File: src/hw/rtl/eau_pkg.sv
// ----------------------------------------------------------------------------
// eau_pkg
// shared widths, constants and types for the encoder angle unwrapper
// ----------------------------------------------------------------------------
package eau_pkg;

  localparam int WORD_W   = 16;
  localparam int ANGLE_W  = 14;
  localparam int POS_W    = 32;
  localparam int ROT_W    = 16;
  localparam int DELTA_W  = ANGLE_W + 1;
  localparam int REV_LO_W = POS_W - ANGLE_W;

  // bit positions inside the response word
  localparam int PARITY_BIT = 15;
  localparam int ERROR_BIT  = 14;

  // full scale is 2**ANGLE_W, so a 14-bit angle never reaches it
  localparam logic [ROT_W-1:0]          MID_RANGE = 16'd8192;
  localparam logic signed [DELTA_W-1:0] JUMP_POS  = 15'sd8192;
  localparam logic signed [DELTA_W-1:0] JUMP_NEG  = -15'sd8192;

  // zero offset is kept modulo 16383
  localparam logic [ANGLE_W-1:0] ZERO_MODULUS = 14'h3FFF;

  // revolution count loaded on the first word after reset
  localparam logic [POS_W-1:0] REV_FIRST = '1;

  typedef struct packed {
    logic               frame_error;
    logic               angle_ok;
    logic [ANGLE_W-1:0] raw_angle;
  } frame_info_t;

  typedef struct packed {
    logic [POS_W-1:0]   unwrapped_position;
    logic [ROT_W-1:0]   single_turn_rotation;
    logic [ANGLE_W-1:0] accepted_angle;
    logic               frame_error;
  } unwrap_result_t;

endpackage

File: src/hw/rtl/eau_frame_check.sv
// ----------------------------------------------------------------------------
// eau_frame_check
// parity and error flag test of one response word, angle usability
// ----------------------------------------------------------------------------
module eau_frame_check
  import eau_pkg::*;
(
  input  logic [WORD_W-1:0] response_word,
  output frame_info_t       info
);

  logic parity_fail;

  // even parity over bits 14..0 carried in bit 15
  assign parity_fail = response_word[PARITY_BIT] ^ (^response_word[PARITY_BIT-1:0]);

  always_comb begin
    info.frame_error = response_word[ERROR_BIT] | parity_fail;
    info.raw_angle   = response_word[ANGLE_W-1:0];
    info.angle_ok    = !info.frame_error && (info.raw_angle != '0);
  end

endmodule

File: src/hw/rtl/eau_unwrap.sv
// ----------------------------------------------------------------------------
// eau_unwrap
// angle substitution, revolution counting and position arithmetic
// ----------------------------------------------------------------------------
module eau_unwrap
  import eau_pkg::*;
(
  input  logic               clk,
  input  logic               rst_n,
  input  logic               step_en,
  input  frame_info_t        info,
  input  logic [ANGLE_W-1:0] zero_position,
  output unwrap_result_t     result
);

  logic [ANGLE_W-1:0]        prev_angle_r;
  logic                      seen_r;
  logic [POS_W-1:0]          rev_count_r;

  logic [ANGLE_W-1:0]        angle;
  logic [ANGLE_W-1:0]        prev_eff;
  logic [POS_W-1:0]          rev_base;
  logic [POS_W-1:0]          rev_count_nxt;
  logic signed [DELTA_W-1:0] delta;
  logic [ROT_W-1:0]          single;

  always_comb begin
    angle    = info.angle_ok ? info.raw_angle : prev_angle_r;
    // first word: no jump against itself, count starts at minus one
    prev_eff = seen_r ? prev_angle_r : angle;
    rev_base = seen_r ? rev_count_r : REV_FIRST;
    delta    = $signed({1'b0, angle}) - $signed({1'b0, prev_eff});

    priority if (delta > JUMP_POS) begin
      rev_count_nxt = rev_base - POS_W'(1);
    end else if (delta < JUMP_NEG) begin
      rev_count_nxt = rev_base + POS_W'(1);
    end else begin
      rev_count_nxt = rev_base;
    end

    single = {{(ROT_W-ANGLE_W){1'b0}}, angle} - {{(ROT_W-ANGLE_W){1'b0}}, zero_position}
             - MID_RANGE;

    result.unwrapped_position   = {rev_count_nxt[REV_LO_W-1:0], {ANGLE_W{1'b0}}}
                                  + {{(POS_W-ROT_W){single[ROT_W-1]}}, single};
    result.single_turn_rotation = single;
    result.accepted_angle       = angle;
    result.frame_error          = info.frame_error;
  end

  always_ff @(posedge clk) begin
    if (!rst_n) begin
      prev_angle_r <= '0;
      seen_r       <= 1'b0;
      rev_count_r  <= '0;
    end else if (step_en) begin
      prev_angle_r <= angle;
      seen_r       <= 1'b1;
      rev_count_r  <= rev_count_nxt;
    end
  end

endmodule

File: src/hw/rtl/encoder_angle_unwrapper_core.sv
// ----------------------------------------------------------------------------
// encoder_angle_unwrapper_core
// multi-turn unwrap of a 14-bit absolute encoder angle word
// ----------------------------------------------------------------------------
// path: input register, then result register, from input accept to result valid
// throughput: 1 word per cycle while the result channel is not stalled
// reset: synchronous, active low; clears both stages, angle history,
//   revolution count and zero offset; no clearing pass, ready at once
module encoder_angle_unwrapper_core
  import eau_pkg::*;
(
  input  logic                    clk,
  input  logic                    rst_n,

  // configuration: zero offset
  input  logic                    cfg_wr_en,
  input  logic [ANGLE_W-1:0]      cfg_wr_data,

  // response word channel
  input  logic                    in_valid,
  output logic                    in_stall,
  input  logic [WORD_W-1:0]       in_response_word,

  // result channel
  output logic                    out_valid,
  input  logic                    out_stall,
  output logic signed [POS_W-1:0] out_unwrapped_position,
  output logic signed [ROT_W-1:0] out_single_turn_rotation,
  output logic [ANGLE_W-1:0]      out_accepted_angle,
  output logic                    out_frame_error
);

  // zero offset register, stored modulo 16383
  logic [ANGLE_W-1:0] zero_r;

  // input stage
  logic               s1_valid_r;
  logic [WORD_W-1:0]  s1_word_r;

  // result stage
  logic               out_valid_r;
  unwrap_result_t     out_r;

  logic               advance;
  logic               in_accept;
  frame_info_t        info;
  unwrap_result_t     result;

  // result register frees up when empty or being taken
  assign advance   = !out_valid_r || !out_stall;
  // input register takes a word whenever it is empty or its contents move on this cycle
  assign in_stall  = s1_valid_r && !advance;
  assign in_accept = in_valid && !in_stall;

  always_ff @(posedge clk) begin
    if (!rst_n) begin
      zero_r <= '0;
    end else if (cfg_wr_en) begin
      // all-ones offset wraps to zero
      zero_r <= (cfg_wr_data == ZERO_MODULUS) ? '0 : cfg_wr_data;
    end
  end

  always_ff @(posedge clk) begin
    if (!rst_n) begin
      s1_valid_r <= 1'b0;
    end else if (advance || !s1_valid_r) begin
      s1_valid_r <= in_valid;
    end
  end

  always_ff @(posedge clk) begin
    if (in_accept) begin
      s1_word_r <= in_response_word;
    end
  end

  eau_frame_check u_frame_check (
    .response_word (s1_word_r),
    .info          (info)
  );

  // angle history and revolution count move only when a word passes to the result
  eau_unwrap u_unwrap (
    .clk           (clk),
    .rst_n         (rst_n),
    .step_en       (s1_valid_r && advance),
    .info          (info),
    .zero_position (zero_r),
    .result        (result)
  );

  always_ff @(posedge clk) begin
    if (!rst_n) begin
      out_valid_r <= 1'b0;
    end else if (advance) begin
      out_valid_r <= s1_valid_r;
    end
  end

  always_ff @(posedge clk) begin
    if (advance && s1_valid_r) begin
      out_r <= result;
    end
  end

  assign out_valid                = out_valid_r;
  assign out_unwrapped_position   = $signed(out_r.unwrapped_position);
  assign out_single_turn_rotation = $signed(out_r.single_turn_rotation);
  assign out_accepted_angle       = out_r.accepted_angle;
  assign out_frame_error          = out_r.frame_error;

  // ---------------------------------------------------------------------------
  // assertions
  // ---------------------------------------------------------------------------

  // an empty input stage never holds off the source
  a_no_stall_when_empty : assert property (@(posedge clk) disable iff (!rst_n)
    !s1_valid_r |-> !in_stall)
    else $error("input stalled while input stage empty");

  // a word leaving the input stage always lands in the result register
  a_advance_fills_out : assert property (@(posedge clk) disable iff (!rst_n)
    (s1_valid_r && advance) |=> out_valid_r)
    else $error("word lost between stages");

  // a clean nonzero angle is passed through unchanged
  a_clean_angle_used : assert property (@(posedge clk) disable iff (!rst_n)
    (s1_valid_r && advance && info.angle_ok)
      |=> (out_accepted_angle == $past(info.raw_angle)))
    else $error("clean angle was substituted");

endmodule

File: config.mk
export PLATFORM = sky130hd
export DESIGN_NAME = encoder_angle_unwrapper_core
export DESIGN_NICKNAME = d
export VERILOG_FILES = /design/src/hw/rtl/eau_pkg.sv /design/src/hw/rtl/eau_frame_check.sv /design/src/hw/rtl/eau_unwrap.sv /design/src/hw/rtl/encoder_angle_unwrapper_core.sv
export SDC_FILE = /design/constraint.sdc
export NUM_CORES = 1
export LEC_CHECK = 0
export ABC_AREA = 1
export BUFFER_PORTS_ARGS = -buffer_cell sky130_fd_sc_hd__buf_2
export CORE_UTILIZATION = 52
export DETAILED_ROUTE_END_ITERATION = 12
export PLACE_DENSITY_LB_ADDON = 0.2
export SKIP_LAST_GASP = 1
export SYNTH_ARGS = -nofsm -noshare
export SYNTH_HDL_FRONTEND = slang
export SYNTH_HIERARCHICAL = 1
export SYNTH_SLANG_ARGS = --single-unit
File: constraint.sdc
create_clock -name clk -period 7.3 [get_ports clk]
set_input_delay 0.365 -clock clk [delete_from_list [all_inputs] [get_ports clk]]
set_output_delay 0.365 -clock clk [all_outputs]
set_load 0.02 [all_outputs]
### Word level (Yosys, flattened, before mapping)

Cells that the tools add are included.

* register bits: 142
* bits of input ports: 35
* output and inout port bits: 65

* bitwise logic cells: 2
* reduce and logical (&&, ||, !) cells: 14
* eq/ne operators: 1
* muxes and demuxes: 6
* add/subtract/negate cells: 6
* order comparisons: 2

Operator list (count)
* $mux W32: 3
* $mux W14: 3
* $add A32 B1 Y32 const B: 1
* $add A32 B32 Y32: 1
* $sub A32 B1 Y32 const B: 1
* $sub A14 B14 Y15: 2
* $sub A16 B14 Y16 const B: 1
* $gt A15 B15 Y1 const B: 1
* $lt A15 B14 Y1 const B: 1
* $reduce_xor A15 Y1: 1
* $eq A14 B14 Y1 const B: 1
* $reduce_bool A14 Y1: 1
* $logic_not A1 Y1: 6
* $logic_and A1 B1 Y1: 4
* $logic_or A1 B1 Y1: 2
* $or A1 B1 Y1: 1
* $xor A1 B1 Y1: 1

### Depth between registers and ports, before layout

Gate-level depths: netlist of the first run.

* depth in word-level cells: 12
* depth in mapped cells: 48
* depth with buffers taken out: 45

### Hierarchy

Netlist of the first run, hierarchy kept.

Modules (own cells, without submodules)
* eau_unwrap: seq. area each 660.6 sq um, cells an instance 905, times used 1, area an instance 5296.3 sq um
* encoder_angle_unwrapper_core: seq. area each 2692.6 sq um, cells an instance 166, times used 1, area an instance 3045.4 sq um
* eau_frame_check: seq. area each 0.0 sq um, cells an instance 85, times used 1, area an instance 473.0 sq um

### Worst setup path after synthesis of the first run

OpenSTA, ideal clock, no wires.

* kind: reg2reg
* from: register s1_word_r[6]
* to: register out_r (netlist bit out_unwrapped_position[28]), data pin
* stages on the path, launching flop included: 39
* library setup time: 0.258 ns
* data required time: 7.042 ns
* buffers on the path: 3
* arrival: 5.626 ns
* period minus slack after synthesis: 5.885 ns
* setup slack: 1.415 ns
* cell sequence: edfxtp_1 inv_1 ha_1 nor2_1 nor2_1 nand2_1 nand3_2 nand2_1 nand2_1 nand2_1 nand2_2 nor2_2 clkbuf_1 clkbuf_1 nand2_1 o21ai_0 o21ai_0 ha_1 [... 3 more ...] nand3_1 a21oi_1 nand2_1 buf_6 nand2_1 o21ai_0 inv_1 ha_1 inv_1 fa_1 o21a_1 o21ai_0 a31oi_1 o21ai_0 nand2_1 nand2_1 a21oi_1 xnor2_1

RTL lines
* start, declared: line encoder_angle_unwrapper_core.sv:38 `logic [WORD_W-1:0] s1_word_r;`
* start signal, assigned: line encoder_angle_unwrapper_core.sv:74 `s1_word_r <= in_response_word;`
* end signal, assigned: line encoder_angle_unwrapper_core.sv:103 `out_r <= result;`
* end, declared: line encoder_angle_unwrapper_core.sv:42 `unwrap_result_t out_r;`

==> qor.txt, run 1 <==
Worst Slack Setup Final -> 0.692 ns
Initial antenna violation count -> 0
Crit-path max FO -> 18
Synth warnings -> 6
Post-Syn Area per Cell -> 7.63 µm²
Worst-Margin Slew -> 0.915 ns
Critical Path AT -> 6.78 ns
Max-cap viol count -> 0
Crit path required time -> 7.47 ns
Post-CTS Setup Inserts -> 0
Critical path's slowest cell -> ha_1
Sequential-to-total area share from yosys stat -> 0.380
Vias in the first global route -> 6679
Chip height -> 132 µm
Most frequent cell after synthesis -> nand2_1
Starting Density -> 0.532
Critical Path Sink -> out_unwrapped_position[28]$_DFFE_PP_
Clk_skew -> 0.00858 ns
Gr usage total -> 0.230
Largest net degree at the start of global routing -> 87
Max H-tree Level -> 4
Final setup fails -> 0
First-pass GRT wire length -> 32200 µm
Total global routing overflow -> 0
Avg WL per Cell -> 13.5 µm
Share of cells above drive strength 1 -> 0.154
Root Buffer -> clkbuf_16
Synth area leader -> edfxtp_1
Setup CP Type -> flip-flop to flip-flop
Crit. Startpoint -> s1_word_r[5]$_DFFE_PP_
CTS tree -> built
Core Box Area -> 0.0166 mm²
CP max stage delay -> 0.49 ns
Worst hold path type -> input port to flip-flop
Cell Area, Synth -> 0.00881 mm²
Worst r2r dst -> out_unwrapped_position[28]$_DFFE_PP_
Number of synthesized flops with an enable pin -> 79
Cts bufs inserted -> 17
Worst hold margin -> 0.122 ns
DRT iter0 DRCs -> 591
Setup TNS -> 0 ns
Leak Pwr -> 4.65 nW
FF-to-FF Start -> s1_word_r[5]$_DFFE_PP_
Routed vias -> 7578
Worst-path clk slew -> 0.06 ns
FP Rows -> 47
Setup crit end kind -> flip-flop
Post-synth top cells -> nand2_1, inv_1, o21ai_0, a21oi_1, edfxtp_1
Die ar. -> 0.0175 mm²
Slew headroom -> 0.390
RePlAce Congestion -> 0.913
Total wire length -> 19800 µm
Yosys reg bits -> 128
Post-synth ARST share -> 0
Cell mode on critical path -> nand2_1
FF-to-FF path depth -> 44
Fillers -> 1473
Slew Viols, Final -> 0
Largest cells by area after synthesis -> edfxtp_1, dfxtp_1, nand2_1, ha_1, inv_1
Status -> finished, final reports clean
Final #Nets -> 1327
Post-synth top flop -> edfxtp_1
Clk sinks -> 128
Placed instance area -> 0.00935 mm²
Fin area -> 0.00995 mm²
Ant. Diodes -> 0
VDD IR max -> 0.226 mV
Fmax -> 0.151 GHz
Final ANT Viol Nets -> 0
Final min period -> 6.61 ns
Die W -> 132 µm
Power density over the cells -> 390 mW/mm²
I/O Pins -> 100
R2r setup slk -> 0.69 ns
Pre-CTS setup slack -> 0.647 ns
Share of the synthesized area in the top cell type -> 0.269
Area grow syn2layout -> 12.9%
DRT Pass-1 Iters -> 6
Mapped Cells -> 1156
Hpwl dp -> 14900 µm
Final hold vios -> 0
CTS max path bufs -> 2
CTS Hold Buffers Added -> 0
Cell variety after synth -> 44
Vias per cell -> 5.17
Area taken by flip-flops and latches -> 0.00335 mm²
Final period util -> 0.905
Worst skew pair latency -> 0.42 ns
IO buf count -> 99
Syn Nets -> 1249
CP Launch Type -> flip-flop
Area occupied by multi-input gates -> 0.00440 mm²
DRC -> 0
==> per-stage QoR <==
stage               power [mW]   util  instances
finish                    3.88  0.600       1467
global route              4.19  0.600       1467
CTS                       3.87  0.600       1467
detailed placement        3.01  0.564       1435
global placement          2.99  0.564       1435
floorplan                 2.62      -       1156
==> placed cells by master (no fill, tap or decap), types with 4 or more instances in the layout <==
cell	n
xnor2_1	14
nand3_2	4
edfxtp_1	79
o21ai_0	111
nor3_1	11
buf_4	17
nand4_1	19
ha_1	55
xor2_1	45
inv_6	4
a21oi_1	90
o21ai_1	16
dfxtp_1	49
nand2_1	244
nor2_2	12
buf_2	99
o21bai_1	4
nor2_1	75
clkbuf_16	17
nand3_1	42
nand2_2	5
nor2_4	5
inv_2	10
inv_1	175
==> timing repair <==
item / in CTS / in global routing
resized for setup: 0 / 4
hold endpoints to repair: 0 / 0
setup endpoints to repair: 0 / 3
==> worst min path at each step <==
stage                                     startpoint                               endpoint  cells past startpoint
3_3_place_gp   u_unwrap/prev_angle_r[0]$_SDFFE_PN0P_  u_unwrap/prev_angle_r[0]$_SDFFE_PN0P_                      2
3_5_place_dp   u_unwrap/prev_angle_r[0]$_SDFFE_PN0P_  u_unwrap/prev_angle_r[0]$_SDFFE_PN0P_                      2
5_1_grt                         in_response_word[15]                s1_word_r[15]$_DFFE_PP_                      1
6_report                         in_response_word[8]                 s1_word_r[8]$_DFFE_PP_                      1
4_1_cts                          in_response_word[8]                 s1_word_r[8]$_DFFE_PP_                      1
2_1_floorplan                s1_valid_r$_SDFFE_PN0N_                 out_valid$_SDFFE_PN0P_                      2
==> state kept, by name, indices dropped and copies added, names as in the netlist <==
name                      cells
out_valid                     1
u_unwrap/seen_r               1
out_unwrapped_position       32
u_unwrap/prev_angle_r        14
out_accepted_angle           14
out_single_turn_rotation     16
u_unwrap/rev_count_r         18
s1_valid_r                    1
zero_r                       14
out_frame_error               1
s1_word_r                    16
==> layer usage <==
metal  routed length [µm]  vias up  track usage  part of all wire
met5                    0        -            0                 0
met4                  210        0       0.0728             0.011
li1                     -     3923            -                 -
met1                 9800     3362        0.331              0.49
met3                 1250       18       0.0338             0.063
met2                 8580      275        0.356              0.43
==> area by class of cell <==
type	instances	share of cell area
Multi-Input combinational cell	783	0.442
Sequential cell	128	0.337
Inverter	188	0.0714
Tap cell	220	0.0277
Clock inverter	14	0.0155
Timing Repair Buffer	116	0.0626
Clock buffer	18	0.0441
==> critical path: cells and delay by family (launching register included) <==
family | cells | cell delay, ns
AOI/OAI and AO/OA | 8 | 1.46
buffers and inverters | 8 | 1.01
DFF | 1 | 0.42
and+or+nand+nor | 24 | 2.25
xor gates and xnor gates | 1 | 0.13
adders and majority gates | 3 | 1.09
==> logic make-up (layout without fill, tap and decap cells) <==
group | Yosys count | after routing | synth area share
buffers and inverters | 245 | 336 | 0.122
DFF | 128 | 128 | 0.380
AOI/OAI and AO/OA | 236 | 236 | 0.140
adders and majority gates | 58 | 58 | 0.0849
and+or+nand+nor | 430 | 430 | 0.214
xor gates and xnor gates | 59 | 59 | 0.0586
==> where the power goes <==
part	switching (mW)	internal, mW
clock	0.334	0.516
sequential	0.0364	1.00
combinational	1.30	0.693
Note: power is estimated with default switching activity, not from simulation.
==> run 2: changes to the inputs <==
- CORE_MARGIN: unset -> 3
- CTS_BUF_LIST: unset -> sky130_fd_sc_hd__clkbuf_8
- SYNTH_HIERARCHICAL: 1 -> unset
==> qor.txt, run 2 <==
Status -> finished, final reports clean
CTS tree -> built
Clk_skew -> 0.0148 ns
CTS Hold Buffers Added -> 0
Commonest non-fill, non-tap cell in the layout -> nand2_1
Fin area -> 0.00949 mm²
Worst-path clk slew -> 0.08 ns
Crit path required time -> 7.57 ns
Hpwl dp -> 15500 µm
RePlAce Congestion -> 0.936
Starting Density -> 0.540
Most frequent cells in the layout -> nand2_1, inv_1, buf_2
Fillers -> 1431
Cts bufs inserted -> 17
I/O Pins -> 100
Routed vias -> 7512
Gr usage total -> 0.233
Max H-tree Level -> 4
Max-cap viol count -> 0
Die ar. -> 0.0176 mm²
Final hold vios -> 0
Power density over the cells -> 370 mW/mm²
Largest cells by area after synthesis -> edfxtp_1, dfxtp_1, nand2_1, inv_1, ha_1
Core Box Area -> 0.0154 mm²
Max FFs per register -> 32
Setup CP Type -> flip-flop to flip-flop
Placed instance area -> 0.00902 mm²
Area grow syn2layout -> 13.9%
Worst hold margin -> 0.0884 ns
Setup TNS -> 0 ns
Post-synth ARST share -> 0
Crit-path max FO -> 12
Ant. Diodes -> 0
Initial antenna violation count -> 0
CTS max path bufs -> 2
Hold Path Depth -> 1
Area occupied by multi-input gates -> 0.00448 mm²
FF-to-FF path depth -> 40
Sequential-to-total area share from yosys stat -> 0.352
Final #Nets -> 1323
First-pass GRT wire length -> 33400 µm
FP Rows -> 45
Cell variety after synth -> 46
Avg WL per Cell -> 14.0 µm
Slew headroom -> 0.421
VDD IR max -> 0.189 mV
Cell Area, Synth -> 0.00833 mm²
Die W -> 133 µm
Number of synthesized flops with an enable pin -> 65
Leak Pwr -> 4.57 nW
Area taken by flip-flops and latches -> 0.00293 mm²
Largest net degree at the start of global routing -> 59
Post-synth top flop -> edfxtp_1
Post-layout util -> 0.615
Clk sinks -> 114
Worst-Margin Slew -> 0.866 ns
Fmax -> 0.148 GHz
CP max stage delay -> 0.40 ns
Synth warnings -> 0
Total global routing overflow -> 0
Final min period -> 6.78 ns
Syn Nets -> 1225
Setup crit end kind -> flip-flop
Critical Path AT -> 7.04 ns
Post-Syn Area per Cell -> 7.31 µm²
Post-synth top cells -> nand2_1, inv_1, nor2_1, o21ai_0, nand3_1
Final ANT Viol Nets -> 0
IO buf count -> 99
Vias in the first global route -> 6763
Mapped Cells -> 1140
CP Launch Type -> flip-flop
Share of cells above drive strength 1 -> 0.180
Critical path's slowest cell -> ha_1
DRT Pass-1 Iters -> 6
Worst skew pair latency -> 0.45 ns
Root Buffer -> clkbuf_8
Final period util -> 0.928
Total wire length -> 20500 µm
Vias per cell -> 5.14
Chip height -> 133 µm
DRT iter0 DRCs -> 609
Slew Viols, Final -> 0
Synth area leader -> edfxtp_1
Yosys reg bits -> 114
Final setup fails -> 0
Total design power -> 3.51 mW
Most frequent cell after synthesis -> nand2_1
DRC -> 0
Worst hold path type -> input port to flip-flop
Share of the synthesized area in the top cell type -> 0.234
## run 2: changes by cell type after synthesis, moves of 10 or more
cell,previous run,this run
nand3_1,42,76
o21ai_0,112,78
nand2_1,244,218
nand2_2,5,29
a21oi_1,91,70
inv_1,175,194
nor2_1,75,94
buf_4,31,15
edfxtp_1,79,65
a21oi_2,1,12
nor2_2,13,3
## run 2: final timing paths
kind                          start  slack [ns]                              endpoint
min             in_response_word[4]        0.09                s1_word_r[4]$_DFFE_PP_
min reg2reg  out_valid$_SDFFE_PN0P_        0.52                out_valid$_SDFFE_PN0P_
max          s1_word_r[3]$_DFFE_PP_        0.52  out_unwrapped_position[30]$_DFFE_PP_
max reg2reg  s1_word_r[3]$_DFFE_PP_        0.52  out_unwrapped_position[30]$_DFFE_PP_
## run 2: timing repair
action,CTS,global route
setup endpoints to repair,0,4
buffers inserted,0,1
resized for setup,0,14
## run 2: cells by family after synthesis
family | after synthesis | synth area share
AND/OR/NAND/NOR | 482 | 0.264
XOR/XNOR | 62 | 0.0652
AO/OA/AOI/OAI | 188 | 0.124
buffers and inverters | 244 | 0.119
flip-flops | 114 | 0.352
adder cells (fa/ha/maj) | 50 | 0.0760
## run 2: layer usage
metal | track usage | vias up | part of all wire
met4 | 0.0676 | 0 | 0.014
met2 | 0.351 | 256 | 0.42
met5 | 0 | - | 0
met1 | 0.343 | 3343 | 0.49
met3 | 0.0441 | 26 | 0.078
li1 | - | 3887 | -
## run 2: final cells by class
type | count | area share
Timing Repair Buffer | 120 | 0.0688
Sequential cell | 114 | 0.309
Multi-Input combinational cell | 784 | 0.472
Clock buffer | 18 | 0.0261
Tap cell | 211 | 0.0278
Clock inverter | 14 | 0.0173
Inverter | 201 | 0.0795
## run 2: critical path, delay by kind of cell, from the launching register on
family | cells | cell delay (ns)
AO/OA/AOI/OAI | 13 | 2.17
XOR/XNOR | 1 | 0.22
adder cells (fa/ha/maj) | 4 | 1.26
buffers and inverters | 8 | 0.91
flip-flops | 1 | 0.38
AND/OR/NAND/NOR | 14 | 1.67
## run 2: through the flow
step,setup WS [ns],instances
finish,0.523,1462
global route,-0.00915,1462
CTS,0.209,1459
detailed placement,0.236,1427
global placement,0.418,1427
floorplan,0.839,1140
## run 2: report_power, final
group	total, mW	switching (mW)	internal (mW)
Clock	0.623	0.279	0.344
Combinational	1.97	1.25	0.719
Sequential	0.922	0.0401	0.882
==> run 3: changes to the inputs <==
- SYNTH_HIERARCHICAL: unset -> 1
==> qor.txt, run 3 (same netlist as run 1, synthesis figures left out) <==
Most frequent cells in the layout -> nand2_1, inv_1, o21ai_0
Placed instance area -> 0.00932 mm²
IO buf count -> 99
CP Launch Type -> flip-flop
FF-to-FF path depth -> 39
Largest net degree at the start of global routing -> 75
CTS max path bufs -> 2
Critical path's top delay family -> compound AO/OA/AOI/OAI gates
Clk_skew -> 0.0144 ns
RePlAce Congestion -> 0.940
Total global routing overflow -> 0
Slew headroom -> 0.370
Leak Pwr -> 4.55 nW
Clk sinks -> 128
Fmax -> 0.154 GHz
Initial antenna violation count -> 0
I/O Pins -> 100
Crit path required time -> 7.51 ns
Max-cap viol count -> 0
CP max stage delay -> 0.66 ns
Critical Path AT -> 6.69 ns
Hpwl dp -> 15200 µm
Chip height -> 136 µm
Gr usage total -> 0.216
Max FFs per register -> 32
Met1 Use GR -> 0.317
Unrepaired setup endpoints after global routing -> no
Worst Slack Setup Final -> 0.820 ns
Final hold vios -> 0
CTS tree -> built
DRT Pass-1 Iters -> 5
Post-layout util -> 0.600
Final #Nets -> 1323
Final ANT Viol Nets -> 0
Met2 Usage GRT -> 0.328
Final min period -> 6.48 ns
Core Box Area -> 0.0162 mm²
Ant. Diodes -> 0
Slew Viols, Final -> 0
Status -> finished, final reports clean
Power density over the cells -> 378 mW/mm²
Hold Path Depth -> 1
Crit. path cell count -> 39
Final setup fails -> 0
Starting Density -> 0.543
Worst skew pair latency -> 0.45 ns
Busiest layer in global routing -> met2
Worst-path clk slew -> 0.08 ns
Die W -> 136 µm
WP buf/inv -> 6
Vias in the first global route -> 6598
Root Buffer -> clkbuf_8
Cell mode on critical path -> nand2_1
Crit-path max FO -> 16
Total wire length -> 19700 µm
Setup TNS -> 0 ns
Final period util -> 0.888
Post-cts sizing count -> 0
DRT iter0 DRCs -> 658
Post-CTS Setup Inserts -> 0
FP Rows -> 46
Routed vias -> 7577
Fin area -> 0.00974 mm²
Worst hold margin -> 0.0916 ns
Area grow syn2layout -> 10.5%
VDD IR max -> 0.205 mV
Met3 GRT Util -> 0.0344
Setup crit end kind -> flip-flop
Die ar. -> 0.0185 mm²
Worst hold path type -> input port to flip-flop
Avg WL per Cell -> 13.5 µm
Commonest non-fill, non-tap cell in the layout -> nand2_1
First-pass GRT wire length -> 32000 µm
Max H-tree Level -> 4
Final Non-Filler Cells -> 1458
Total design power -> 3.69 mW
Setup CP Type -> flip-flop to flip-flop
Worst-Margin Slew -> 0.935 ns
DRC -> 0
CTS Hold Buffers Added -> 0
Inst Count DP -> 1427
Critical path's slowest cell -> o21ai_0
Vias per cell -> 5.20
Cts bufs inserted -> 17
Share of cells above drive strength 1 -> 0.150
Pre-CTS setup slack -> 0.738 ns
-- run 3: per-layer routing --
layer | vias to the layer above | routed length, µm | share of wire
li1 | 3911 | - | -
met3 | 20 | 1360 | 0.069
met4 | 0 | 210 | 0.011
met2 | 253 | 8310 | 0.42
met5 | - | 0 | 0
met1 | 3393 | 9860 | 0.50
-- run 3: layout make-up --
type	instances	area, µm²
inverters	188	711
fillers	1522	6490
flip-flops and latches	128	3350
multi-input cells	783	4390
well taps	216	270
clock buffers	17	234
repair buffers	112	593
clock inverters	14	190
-- run 3: worst reg2reg max path, delay by kind of cell, from the launching register on --
kind	cells	cell delay (ns)
buffers and inverters	6	0.70
AO/OA/AOI/OAI	11	2.47
adder cells (fa/ha/maj)	3	1.12
flip-flops	1	0.36
XOR/XNOR	1	0.12
AND/OR/NAND/NOR	18	1.45
-- run 3: worst paths after layout --
path	startpoint	end	slack (ns)
max	s1_word_r[6]$_DFFE_PP_	out_unwrapped_position[28]$_DFFE_PP_	0.82
min	in_response_word[2]	s1_word_r[2]$_DFFE_PP_	0.09
max reg2reg	s1_word_r[6]$_DFFE_PP_	out_unwrapped_position[28]$_DFFE_PP_	0.82
min reg2reg	u_unwrap/prev_angle_r[0]$_SDFFE_PN0P_	u_unwrap/prev_angle_r[0]$_SDFFE_PN0P_	0.53
-- run 3: power breakdown --
group          internal, mW  switching [mW]  leakage, nW
Clock                 0.369           0.294        0.202
Sequential             1.00          0.0387         1.15
Combinational         0.689            1.30         3.20
Total                  2.06            1.63         4.55
